## config.mk

```make
export PLATFORM = sky130hd
export DESIGN_NAME = weighted_random_host_picker
export DESIGN_NICKNAME = d
export VERILOG_FILES = /design/src/hw/rtl/whrp_pkg.sv /design/src/hw/rtl/whrp_ctrl.sv /design/src/hw/rtl/whrp_dp.sv /design/src/hw/rtl/weighted_random_host_picker.sv
export SDC_FILE = /design/constraint.sdc
export NUM_CORES = 2
export LEC_CHECK = 0
export BUFFER_PORTS_ARGS = -buffer_cell sky130_fd_sc_hd__buf_4
export CAP_MARGIN = 20
export CORE_MARGIN = 4
export CORE_UTILIZATION = 63
export CTS_BUF_LIST = sky130_fd_sc_hd__clkbuf_4 sky130_fd_sc_hd__clkbuf_8 sky130_fd_sc_hd__clkbuf_16
export CTS_CLUSTER_DIAMETER = 80
export CTS_CLUSTER_SIZE = 30
export DETAILED_ROUTE_END_ITERATION = 16
export PLACE_DENSITY = 0.79
export SKIP_LAST_GASP = 1
export SLEW_MARGIN = 20
export SYNTH_ARGS = -nofsm -noshare
export SYNTH_HDL_FRONTEND = slang
export SYNTH_HIERARCHICAL = 1
export SYNTH_SLANG_ARGS = --single-unit
```

## constraint.sdc

```tcl
create_clock -name clk -period 5.45 [get_ports clk]
set_clock_uncertainty 0.05 [all_clocks]
set_input_delay 0 -clock clk [delete_from_list [all_inputs] [get_ports clk]]
set_output_delay 0 -clock clk [all_outputs]
set_load 0.05 [all_outputs]
```

## src/hw/rtl/whrp_pkg.sv

```systemverilog
package whrp_pkg;

  // Table size default
  localparam int DEFAULT_MAX_HOSTS = 64;

  // Field widths
  localparam int OP_W     = 3;
  localparam int IDX_W    = 6;
  localparam int WEIGHT_W = 16;
  localparam int RND_W    = 31;
  localparam int ERR_W    = 2;
  localparam int STATE_W  = 2;
  localparam int TOTAL_W  = 22;

  // Saturation limit of the reported total
  localparam logic [TOTAL_W-1:0] TOTAL_MAX = '1;

  // Operation codes
  typedef enum logic [OP_W-1:0] {
    OP_ADD        = 3'd0,
    OP_SET_STATUS = 3'd1,
    OP_SET_WEIGHT = 3'd2,
    OP_PICK       = 3'd3,
    OP_READ       = 3'd4
  } op_t;

  // Error codes
  localparam logic [ERR_W-1:0] ERR_OK    = 2'd0;
  localparam logic [ERR_W-1:0] ERR_INDEX = 2'd1;
  localparam logic [ERR_W-1:0] ERR_FULL  = 2'd2;
  localparam logic [ERR_W-1:0] ERR_EMPTY = 2'd3;

  // Host state codes as reported by a read
  localparam logic [STATE_W-1:0] ST_NOTINIT = 2'd0;
  localparam logic [STATE_W-1:0] ST_AVAIL   = 2'd1;
  localparam logic [STATE_W-1:0] ST_UNAVAIL = 2'd2;

  // Controller states
  typedef enum logic [2:0] {
    S_IDLE,
    S_READ,
    S_EXEC,
    S_DIV,
    S_SETUP,
    S_WALK
  } ctrl_state_t;

  // Commands from controller to datapath
  typedef struct packed {
    logic load;        // latch the incoming transaction
    logic exec;        // apply op and register the result
    logic div_start;   // clear the remainder, start reducing the draw
    logic div_step;    // one restoring division step
    logic walk_setup;  // remainder plus one, rewind the walk
    logic walk;        // issue next table read, test pending entry
    logic pick_done;   // register the pick result
  } cmd_t;

  // Status from datapath to controller
  typedef struct packed {
    logic [OP_W-1:0] op;
    logic            empty;
    logic            div_last;
    logic            hit;
  } stat_t;

endpackage

```

## src/hw/rtl/whrp_ctrl.sv

```systemverilog
module whrp_ctrl (
  input  logic             clk,
  input  logic             rst,
  input  logic             start,
  output logic             busy,
  input  whrp_pkg::stat_t  stat,
  output whrp_pkg::cmd_t   cmd
);

  whrp_pkg::ctrl_state_t state, state_next;

  // State register
  always_ff @(posedge clk) begin
    if (rst) begin
      state <= whrp_pkg::S_IDLE;
    end else begin
      state <= state_next;
    end
  end

  // Next state and commands
  always_comb begin
    state_next = state;
    cmd        = '0;
    busy       = 1'b1;
    unique case (state)
      whrp_pkg::S_IDLE: begin
        busy = 1'b0;
        if (start) begin
          cmd.load   = 1'b1;
          state_next = whrp_pkg::S_READ;
        end
      end
      // table read at the addressed slot is in flight
      whrp_pkg::S_READ: begin
        state_next = whrp_pkg::S_EXEC;
      end
      whrp_pkg::S_EXEC: begin
        if (stat.op == whrp_pkg::OP_PICK && !stat.empty) begin
          cmd.div_start = 1'b1;
          state_next    = whrp_pkg::S_DIV;
        end else begin
          cmd.exec   = 1'b1;
          state_next = whrp_pkg::S_IDLE;
        end
      end
      whrp_pkg::S_DIV: begin
        cmd.div_step = 1'b1;
        if (stat.div_last) begin
          state_next = whrp_pkg::S_SETUP;
        end
      end
      whrp_pkg::S_SETUP: begin
        cmd.walk_setup = 1'b1;
        state_next     = whrp_pkg::S_WALK;
      end
      whrp_pkg::S_WALK: begin
        cmd.walk = 1'b1;
        if (stat.hit) begin
          cmd.pick_done = 1'b1;
          state_next    = whrp_pkg::S_IDLE;
        end
      end
      default: begin
        state_next = whrp_pkg::S_IDLE;
      end
    endcase
  end

endmodule

```

## src/hw/rtl/whrp_dp.sv

```systemverilog
module whrp_dp #(
  parameter int MAX_HOSTS = whrp_pkg::DEFAULT_MAX_HOSTS
) (
  input  logic                             clk,
  input  logic                             rst,
  input  whrp_pkg::cmd_t                   cmd,
  output whrp_pkg::stat_t                  stat,
  input  logic [whrp_pkg::OP_W-1:0]        operation,
  input  logic [whrp_pkg::IDX_W-1:0]       host_index,
  input  logic                             new_availability,
  input  logic [whrp_pkg::WEIGHT_W-1:0]    new_weight,
  input  logic [whrp_pkg::RND_W-1:0]       random_value,
  output logic                             done,
  output logic [whrp_pkg::ERR_W-1:0]       error_code,
  output logic [whrp_pkg::IDX_W-1:0]       chosen_index,
  output logic [whrp_pkg::STATE_W-1:0]     host_state,
  output logic [whrp_pkg::WEIGHT_W-1:0]    host_weight_out,
  output logic [whrp_pkg::TOTAL_W-1:0]     weight_total
);

  localparam int WW     = whrp_pkg::WEIGHT_W;
  localparam int ADDR_W = (MAX_HOSTS > 1) ? $clog2(MAX_HOSTS) : 1;
  localparam int CNT_W  = $clog2(MAX_HOSTS + 1);
  localparam int SUM_W  = $clog2(MAX_HOSTS * ((2 ** WW) - 1) + 1);
  localparam int REM_W  = SUM_W + 1;
  localparam int CMPI_W = CNT_W + whrp_pkg::IDX_W;
  localparam int CMPT_W = (SUM_W > whrp_pkg::TOTAL_W) ? SUM_W : whrp_pkg::TOTAL_W;
  localparam int DCNT_W = $clog2(whrp_pkg::RND_W);

  // Latched transaction
  logic [whrp_pkg::OP_W-1:0]     op_q;
  logic [whrp_pkg::IDX_W-1:0]    idx_q;
  logic                          avail_q;
  logic [WW-1:0]                 wnew_q;
  logic [whrp_pkg::RND_W-1:0]    rnd_q;

  // Bookkeeping
  logic [CNT_W-1:0]  count;
  logic [SUM_W-1:0]  sum;
  logic [SUM_W-1:0]  sum_next;
  logic [REM_W-1:0]  rem;
  logic [DCNT_W-1:0] div_cnt;
  logic [ADDR_W-1:0] walk_addr;
  logic [ADDR_W-1:0] pend_idx;
  logic              pend;

  // Host table: {available, weight}
  logic [WW:0]       mem [MAX_HOSTS];
  logic [WW:0]       rd_data;
  logic [ADDR_W-1:0] rd_addr;
  logic [ADDR_W-1:0] wr_addr;
  logic [WW:0]       wr_data;
  logic              wr_en;

  logic              rd_avail;
  logic [WW-1:0]     rd_w;
  logic              idx_ok;
  logic              full;
  logic [WW-1:0]     wclamp;
  logic [REM_W-1:0]  rem_sh;
  logic              rem_ge;
  logic [REM_W-1:0]  rd_w_ext;
  logic [whrp_pkg::ERR_W-1:0]   err_c;
  logic [whrp_pkg::IDX_W-1:0]   chosen_c;
  logic [whrp_pkg::STATE_W-1:0] state_c;
  logic [WW-1:0]                wout_c;
  logic [whrp_pkg::TOTAL_W-1:0] total_c;

  assign rd_avail = rd_data[WW];
  assign rd_w     = rd_data[WW-1:0];
  assign rd_w_ext = REM_W'(rd_w);
  assign idx_ok   = CMPI_W'(idx_q) < CMPI_W'(count);
  assign full     = (count == CNT_W'(MAX_HOSTS));
  assign wclamp   = (wnew_q == '0) ? WW'(1) : wnew_q;

  // Input latch
  always_ff @(posedge clk) begin
    if (cmd.load) begin
      op_q    <= operation;
      idx_q   <= host_index;
      avail_q <= new_availability;
      wnew_q  <= new_weight;
      rnd_q   <= random_value;
    end else if (cmd.div_step) begin
      rnd_q   <= rnd_q << 1;
    end
  end

  // Table memory, registered read
  assign rd_addr = cmd.walk ? walk_addr : ADDR_W'(idx_q);

  always_ff @(posedge clk) begin
    if (wr_en) begin
      mem[wr_addr] <= wr_data;
    end
    rd_data <= mem[rd_addr];
  end

  // Operation decode: table write, new total and result fields
  always_comb begin
    wr_en    = 1'b0;
    wr_addr  = ADDR_W'(idx_q);
    wr_data  = {rd_avail, rd_w};
    sum_next = sum;
    err_c    = whrp_pkg::ERR_OK;
    chosen_c = '0;
    state_c  = whrp_pkg::ST_NOTINIT;
    wout_c   = '0;
    unique case (op_q)
      whrp_pkg::OP_ADD: begin
        if (full) begin
          err_c = whrp_pkg::ERR_FULL;
        end else begin
          wr_en    = cmd.exec;
          wr_addr  = count[ADDR_W-1:0];
          wr_data  = {1'b1, WW'(1)};
          sum_next = sum + SUM_W'(1);
          chosen_c = whrp_pkg::IDX_W'(count);
        end
      end
      whrp_pkg::OP_SET_STATUS: begin
        if (!idx_ok) begin
          err_c = whrp_pkg::ERR_INDEX;
        end else begin
          wr_en   = cmd.exec;
          wr_data = {avail_q, rd_w};
          if (rd_avail && !avail_q) begin
            sum_next = sum - SUM_W'(rd_w);
          end else if (!rd_avail && avail_q) begin
            sum_next = sum + SUM_W'(rd_w);
          end
        end
      end
      whrp_pkg::OP_SET_WEIGHT: begin
        if (!idx_ok) begin
          err_c = whrp_pkg::ERR_INDEX;
        end else begin
          wr_en   = cmd.exec;
          wr_data = {rd_avail, wclamp};
          if (rd_avail) begin
            sum_next = sum - SUM_W'(rd_w) + SUM_W'(wclamp);
          end
        end
      end
      whrp_pkg::OP_PICK: begin
        if (sum == '0) begin
          err_c = whrp_pkg::ERR_EMPTY;
        end
        chosen_c = whrp_pkg::IDX_W'(pend_idx);
      end
      whrp_pkg::OP_READ: begin
        if (!idx_ok) begin
          err_c = whrp_pkg::ERR_INDEX;
        end else begin
          state_c = rd_avail ? whrp_pkg::ST_AVAIL : whrp_pkg::ST_UNAVAIL;
          wout_c  = rd_w;
        end
      end
      default: begin
      end
    endcase
    // empty pick reports slot zero
    if (op_q == whrp_pkg::OP_PICK && cmd.exec) begin
      chosen_c = '0;
    end
  end

  // Reported total saturates
  assign total_c = (CMPT_W'(sum_next) > CMPT_W'(whrp_pkg::TOTAL_MAX)) ?
                   whrp_pkg::TOTAL_MAX : whrp_pkg::TOTAL_W'(sum_next);

  // Host count and running total
  always_ff @(posedge clk) begin
    if (rst) begin
      count <= '0;
      sum   <= '0;
    end else if (cmd.exec) begin
      sum <= sum_next;
      if (op_q == whrp_pkg::OP_ADD && !full) begin
        count <= count + CNT_W'(1);
      end
    end
  end

  // Restoring division step: shift in one draw bit, subtract if it fits
  assign rem_sh = {rem[SUM_W-1:0], rnd_q[whrp_pkg::RND_W-1]};
  assign rem_ge = rem_sh >= REM_W'(sum);

  // Remainder, division counter and walk pointer
  always_ff @(posedge clk) begin
    if (cmd.div_start) begin
      rem     <= '0;
      div_cnt <= '0;
    end else if (cmd.div_step) begin
      rem     <= rem_ge ? (rem_sh - REM_W'(sum)) : rem_sh;
      div_cnt <= div_cnt + DCNT_W'(1);
    end else if (cmd.walk_setup) begin
      rem       <= rem + REM_W'(1);
      walk_addr <= '0;
      pend      <= 1'b0;
    end else if (cmd.walk) begin
      walk_addr <= walk_addr + ADDR_W'(1);
      pend      <= 1'b1;
      pend_idx  <= walk_addr;
      if (pend && rd_avail) begin
        rem <= rem - rd_w_ext;
      end
    end
  end

  // Status to controller
  assign stat.op       = op_q;
  assign stat.empty    = (sum == '0);
  assign stat.div_last = (div_cnt == DCNT_W'(whrp_pkg::RND_W - 1));
  assign stat.hit      = pend && rd_avail && (rd_w_ext >= rem);

  // Result strobe
  always_ff @(posedge clk) begin
    if (rst) begin
      done <= 1'b0;
    end else begin
      done <= cmd.exec | cmd.pick_done;
    end
  end

  // Result registers
  always_ff @(posedge clk) begin
    if (cmd.exec || cmd.pick_done) begin
      error_code      <= err_c;
      chosen_index    <= chosen_c;
      host_state      <= state_c;
      host_weight_out <= wout_c;
      weight_total    <= total_c;
    end
  end

endmodule

```

## src/hw/rtl/weighted_random_host_picker.sv

```systemverilog
// Add, set status, set weight and read: a table read at the addressed slot, then the op is
// applied and the result strobed. Pick: bit-serial modulo of the draw by the total, a setup
// step, then one table read per slot walked plus one for the registered read.
// One transaction at a time; the next is taken as the result shows.
// Reset: synchronous; empties the table (host count and total to zero), no clearing pass.
// Each result is shown on done for one cycle; the receiver cannot stall.
module weighted_random_host_picker #(
  parameter int MAX_HOSTS = whrp_pkg::DEFAULT_MAX_HOSTS
) (
  input  logic                             clk,
  input  logic                             rst,
  input  logic                             start,
  output logic                             busy,
  input  logic [whrp_pkg::OP_W-1:0]        operation,
  input  logic [whrp_pkg::IDX_W-1:0]       host_index,
  input  logic                             new_availability,
  input  logic [whrp_pkg::WEIGHT_W-1:0]    new_weight,
  input  logic [whrp_pkg::RND_W-1:0]       random_value,
  output logic                             done,
  output logic [whrp_pkg::ERR_W-1:0]       error_code,
  output logic [whrp_pkg::IDX_W-1:0]       chosen_index,
  output logic [whrp_pkg::STATE_W-1:0]     host_state,
  output logic [whrp_pkg::WEIGHT_W-1:0]    host_weight_out,
  output logic [whrp_pkg::TOTAL_W-1:0]     weight_total
);

  whrp_pkg::cmd_t  cmd;
  whrp_pkg::stat_t stat;

  // Sequencer
  whrp_ctrl u_ctrl (
    .clk   (clk),
    .rst   (rst),
    .start (start),
    .busy  (busy),
    .stat  (stat),
    .cmd   (cmd)
  );

  // Host table, totals, divider and walk
  whrp_dp #(
    .MAX_HOSTS (MAX_HOSTS)
  ) u_dp (
    .clk              (clk),
    .rst              (rst),
    .cmd              (cmd),
    .stat             (stat),
    .operation        (operation),
    .host_index       (host_index),
    .new_availability (new_availability),
    .new_weight       (new_weight),
    .random_value     (random_value),
    .done             (done),
    .error_code       (error_code),
    .chosen_index     (chosen_index),
    .host_state       (host_state),
    .host_weight_out  (host_weight_out),
    .weight_total     (weight_total)
  );

endmodule
```

# After elaboration in Yosys (flattened, before gate mapping)
# Memory sizes are Yosys's and may differ from the RTL's. A register that Yosys moved wholly into a read port is not among the register bits.
# Index checks and enable logic that the tools add are counted.
# classes
n_reduce_logical	28
eq_ne	14
div_mod_pow	0
addsub	10
n_lt_le_gt_ge	4
n_bitwise	4
n_mux	51
shifts	0
mul	0
# op_table
operator	n
2-to-1 mux 22 bit	6
2-to-1 mux 23 bit	5
case mux 22 bit (3 select lines)	1
2-to-1 mux 31 bit	2
case mux 17 bit (3 select lines)	1
adder 22 x 16 -> 22 bit	2
2-to-1 mux 17 bit	2
2-to-1 mux 16 bit	2
2-to-1 mux 6 bit	5
adder 23 x 1 -> 23 bit, second input constant	1
>= comparator 16 x 23 -> 1 bit	1
>= comparator 23 x 22 -> 1 bit	1
subtractor 23 x 16 -> 23 bit	1
subtractor 23 x 22 -> 23 bit	1
adder 22 x 1 -> 22 bit, second input constant	1
> comparator 22 bit, second input constant	1
zero test 22 bit	1
subtractor 22 x 16 -> 22 bit	1
case mux 3 bit (6 select lines)	1
zero test 16 bit	1
2-to-1 mux 1 bit	14
equality test 3 x 2 -> 1 bit, second input constant	4
2-to-1 mux 2 bit	6
case mux 6 bit (2 select lines)	1
other kinds (25)	49
# totals
rom_bits	0
latch_bits	0
ff_bits	179
inputBits	60
out_inout_bits	50
ramBits	1088
memories	1
elab_cells	131
# memory_table
memory	words	width	rd	rd_clocked_by_memory_dff	wr	line_no	source
u_dp.mem	64	17	1	1	1	whrp_dp.sv:48	logic [WW:0] mem [MAX_HOSTS];

# Longest topological paths before layout
# logic_depth
ltp_word	9
depth_mapped	18
ltp_nobuf	18

# By module
# Netlist, hierarchy kept.
# by_module_without_submodules
module	area_each_um2	instances	cells_each	seq_area_each_um2
whrp_dp	56744.4	1	3665	37716.2
whrp_ctrl	231.5	1	30	60.1

# Worst setup path after synthesis
# No wires, ideal clock.
# synth_path
path_type	flip-flop to flip-flop
from	reg u_dp.count[2]
to	mem u_dp/mem[0][16] (netlist name), data pin
path_slack_ps	512
stages_incl_launch_ff	9
arrival_ps	4186
t_required_ps	4699
synth_period_minus_slack_ps	4938
path_buffers	0
setup_time_ps	701
path_cell_list	dfxtp_1 > inv_1 > ha_1 > a21o_1 > a31oi_1 > o21ai_1 > nor2_1 > nor2_1 > o21ai_0
# synth_via
elab_chain_cells	3
elab_cells_between_ends	5
cone_classes	1 x order compare; 1 x eq/ne; 3 x mux
# synth_lines
element	line_no	source
start: declaration	whrp_dp.sv:38	logic [CNT_W-1:0] count;
start signal: assignment	whrp_dp.sv:180	count <= count + CNT_W'(1);
< comparator 6 x 7 -> 1 bit or equality test 7 bit (tied branches)	whrp_dp.sv:72, whrp_dp.sv:73	
2-to-1 mux 17 bit, on equally long branches	whrp_dp.sv:122, whrp_dp.sv:111	
case mux 17 bit (3 select lines) *	whrp_dp.sv:109	unique case (op_q)
net u_dp.wr_data[16]	whrp_dp.sv:52	logic [WW:0] wr_data;
end: declaration	whrp_dp.sv:48	
# The timed path passes the listed nets; every way through them passes the cells marked *.

# Worst setup path in the final report
# layout_path
from	reg u_dp.sum[2]
to	reg u_dp/weight_total[19] (netlist name), data pin
# layout_via
elab_chain_cells	6
elab_cells_between_ends	12
cone_classes	4 x add/sub; 1 x order compare; 7 x mux
# layout_lines
element	line_no	source
start: declaration	whrp_dp.sv:39	logic [SUM_W-1:0] sum;
start signal: assignment	whrp_dp.sv:178	sum <= sum_next;
subtractor 22 x 16 -> 22 bit or adder 22 x 16 -> 22 bit (tied branches)	whrp_dp.sv:128, whrp_dp.sv:141, whrp_dp.sv:130	
adder 22 x 16 -> 22 bit or 2-to-1 mux 22 bit (tied branches)	whrp_dp.sv:141, whrp_dp.sv:129	
2-to-1 mux 22 bit, on equally long branches	whrp_dp.sv:140, whrp_dp.sv:127	
2-to-1 mux 22 bit, on equally long branches	whrp_dp.sv:135, whrp_dp.sv:122	
case mux 22 bit (3 select lines) *	whrp_dp.sv:109	
> comparator 22 bit	whrp_dp.sv:169	assign total_c = (CMPT_W'(sum_next) > CMPT_W'(whrp_pkg::TOTAL_MAX)) ?
end signal: assignment	whrp_dp.sv:233	weight_total <= total_c;
end: declaration	whrp_dp.sv:18	output logic [whrp_pkg::TOTAL_W-1:0] weight_total
# Every way passes the cells marked *; elsewhere a longest branch is shown, timed or not.
# A chain may end at the register's enable or synchronous reset.

==> summary.txt <==
STA
  – Slew headroom: 24.2%
  – Fmax: 0.195 GHz
  – Actual slew at the worst max-slew pin: 1.12 ns
  – PnR worst setup slack: 0.322 ns
  – Hold Violations, Final: 0
  – Final setup viols: 0
  – Slew Limit Fails: 0
  – Min Tclk post-route: 5.13 ns
  – TNS Setup: 0 ns
  – RSZ-0062 raised after global routing: false
  – Crit share post-route: 94.1%

Logic synthesis
  – Gate Count Post-Synth: 3695
  – Synth Net Count: 3859
  – Async SR Flop Fraction: 0%
  – Main flop type after synthesis: edfxtp_1
  – Syn Std Cell Area: 57000 um^2
  – Synth Area per Inst: 15.4 um^2
  – Synth Register Bits: 1284
  – Yosys warns: 6
  – Register area share after synthesis: 66.3%
  – Number of synthesized flops with an enable pin: 1206
  – Synth cell types: 99

Power and ir drop
  – Psw: 6970 uW
  – Pwr/cell area: 359 nW/um^2
  – Combinational Power Share: 25.0%
  – Total leakage power: 0.0209 uW
  – P_int: 15700 uW
  – Share of power burned in registers: 51.7%
  – Clk pwr share: 23.3%
  – Switching portion of total power: 30.8%
  – Maximum vdd drop: 413 uV

Clock tree
  – CTS Buffer Depth: 3
  – CTS tree: done
  – Clock sinks: 1284
  – Skew-Pair Late Insertion Delay: 0.73 ns
  – Post-CTS setup repair buffer count: 0
  – CTS H-Tree Depth: 2
  – CTS root buffer: clkbuf_16
  – Clk slew on worst S/H paths: 0.12 ns
  – Num CTS Buffers: 54

Global routing
  – Vias in the first global route: 34847
  – Largest net degree at the start of global routing: 114
  – Grt ovf: 0
  – Total track usage: 33.1%
  – Initial antenna violation count: 1
  – First-pass GRT wire length: 231 mm

Setup path
  – Worst endpoint required time: 5.85 ns
  – Critical Path Sink Type: flip-flop
  – Worst R2R Path Depth: 17
  – Worst path cell trace: ha_1 -> o211a_1 -> o31a_1 -> o41ai_4 -> a21boi_0 -> ha_1 -> a21o_1 -> a221oi_1 -> o31ai_1 -> buf_4 -> a211oi_1 -> o31ai_1 -> buf_4 -> o221ai_1 -> xnor2_1 -> a21oi_1 -> nand3_1
  – CP Max Fanout: 9
  – WP data arrival: 5.53 ns
  – Crit path kind: reg -> reg
  – CP max stage delay: 0.51 ns
  – CP max stage cell: dfxtp_1
  – CP startpoint kind: flip-flop

Status
  – Status: complete, no violations

Finish
  – Share of layout cells above drive strength 1: 18.6%
  – Core Util, Final: 70.1%
  – Ant diodes: 0
  – Final cell count without fillers: 5126
  – Area growth, synth to finish: 10.6%
  – Commonest non-fill, non-tap cell in the layout: edfxtp_1
  – NumNets Final: 4079
  – Most frequent cells in the layout: edfxtp_1 (1206), nand2_1 (273), mux4_2 (272), buf_4 (249), nor2_1 (215)

Drt
  – Via density: 6.96
  – 1st-pass router iterations: 6
  – Routed wire length per instance: 30.5 um
  – Detail Route Antenna Nets: 0
  – DRT Wirelength: 156 mm
  – Residual DRC count: 0
  – Initial drt markers: 5359
  – Vias: 35661

Floorplan
  – Initial Utilization: 63.4%
  – Chip Height: 309 um
  – Site row count: 110
  – Die area: 95300 um^2
  – Num ports: 110
  – Die X-Extent: 309 um
  – Core region area: 89900 um^2

Place
  – DP Cell Count: 4919
  – Pre-CTS setup slack: 0.369 ns
  – Gpl congestion: 1.00
  – # port buffers: 109
  – Post-DP HPWL: 101 mm

Job
  – Max-Cap Viols: 0

Min path
  – Hold WC Path Type: in -> reg
  – Hold depth: 2
registers in the layout (all words and copies together), names as in the netlist:
| name | count |
|---|---|
| u_dp/walk_addr | 6 |
| u_dp/op_q | 3 |
| u_dp/wnew_q | 16 |
| u_dp/pend | 1 |
| u_dp/rnd_q | 31 |
| u_dp/error_code | 2 |
| u_dp/mem | 1088 |
| u_dp/chosen_index | 6 |
| u_dp/avail_q | 1 |
| u_dp/weight_total | 22 |
| u_dp/rem | 23 |
| u_dp/idx_q | 6 |
| u_dp/done | 1 |
| u_ctrl/state | 3 |
| u_dp/count | 7 |
| u_dp/div_cnt | 5 |
| u_dp/host_weight_out | 16 |
| u_dp/sum | 22 |
| u_dp/pend_idx | 6 |
| u_dp/host_state | 2 |
| u_dp/rd_data | 17 |
path summary, 6_finish.rpt:
path | start | to | slack, ns
min reg2reg | u_dp/div_cnt[1] | u_dp/div_cnt[1] | 0.51
max reg2reg | u_dp/sum[2] | u_dp/weight_total[19] | 0.32
min | host_index[4] | u_dp/idx_q[4] | 0.04
max | u_dp/sum[2] | u_dp/weight_total[19] | 0.32
worst max-delay path: cells and delay by family (launching register included):
kind | cells | cell delay [ns]
AOI/OAI and AO/OA | 11 | 2.99
xor gates and xnor gates | 1 | 0.13
adders and majority gates | 2 | 0.74
buffers and inverters | 2 | 0.34
DFF | 1 | 0.51
and+or+nand+nor | 1 | 0.10
cell usage after synthesis (22+ instances only):
| library cell | count | area [um^2] |
|---|---|---|
| a31oi_1 | 58 | 363 |
| a21oi_1 | 159 | 796 |
| o21ai_0 | 86 | 430 |
| nor3_1 | 65 | 325 |
| mux2_2 | 34 | 383 |
| and2_1 | 86 | 538 |
| a311oi_1 | 42 | 368 |
| nand4_1 | 26 | 163 |
| o211ai_1 | 22 | 165 |
| inv_1 | 85 | 319 |
| ha_1 | 99 | 1240 |
| nand3_1 | 50 | 250 |
| mux4_2 | 272 | 6130 |
| edfxtp_1 | 1206 | 36200 |
| xnor2_1 | 61 | 534 |
| o21a_1 | 25 | 188 |
| buf_2 | 48 | 240 |
| nand2_1 | 274 | 1030 |
| clkbuf_1 | 151 | 567 |
| a211oi_1 | 105 | 788 |
| xor2_1 | 29 | 254 |
| a21o_1 | 38 | 285 |
| dfxtp_1 | 78 | 1560 |
| nor2_1 | 223 | 837 |
power by group through the flow:
stage	Clock [uW]	Sequential (uW)	Combinational, uW
6_report	5280	11700	5650
3_5_place_dp	0	11900	5360
2_1_floorplan	0	11900	3630
3_3_place_gp	0	11900	5280
5_1_grt	5720	11700	6030
4_1_cts	5310	11700	5500
final cells by class:
| cell class | count | area, um^2 |
|---|---|---|
| inverters | 87 | 327 |
| clock buffers | 72 | 1490 |
| fillers | 5607 | 26800 |
| well taps | 1176 | 1470 |
| repair buffers | 388 | 3490 |
| multi-input cells | 2100 | 18100 |
| flip-flops and latches | 1284 | 37800 |
| clock inverters | 19 | 357 |
stage by stage:
| stage | instance area, um^2 | total power [uW] | hold slack, ns |
|---|---|---|---|
| floorplan | 57000 | 15500 | 0.0179 |
| global placement | 60000 | 17200 | 0.130 |
| detailed placement | 60000 | 17300 | 0.129 |
| CTS | 63000 | 22500 | 0.0101 |
| global route | 63000 | 23500 | 0.0498 |
| finish | 63000 | 22600 | 0.0400 |
kinds of logic after synthesis:
| logic type | Yosys count | share of synthesized area (%) |
|---|---|---|
| DFF | 1284 | 66.3 |
| and+or+nand+nor | 851 | 7.10 |
| AOI/OAI and AO/OA | 731 | 8.94 |
| muxes | 324 | 11.7 |
| buffers and inverters | 311 | 2.18 |
| adders and majority gates | 104 | 2.35 |
| xor gates and xnor gates | 90 | 1.38 |
metal layers:
layer	GRT usage, %	wire length (um)	vias to the layer above
li1	-	-	15053
met1	46.8	57400	17925
met2	52.3	74000	2295
met3	5.53	17300	386
met4	13.6	7600	2
met5	0	13	-
repair_timing:
action,4_1_cts,5_1_grt
resized for setup,0,1
setup endpoints to repair,0,2
hold endpoints to repair,84,0
hold buffers,116,0
Power figures use the tool's default switching activity.
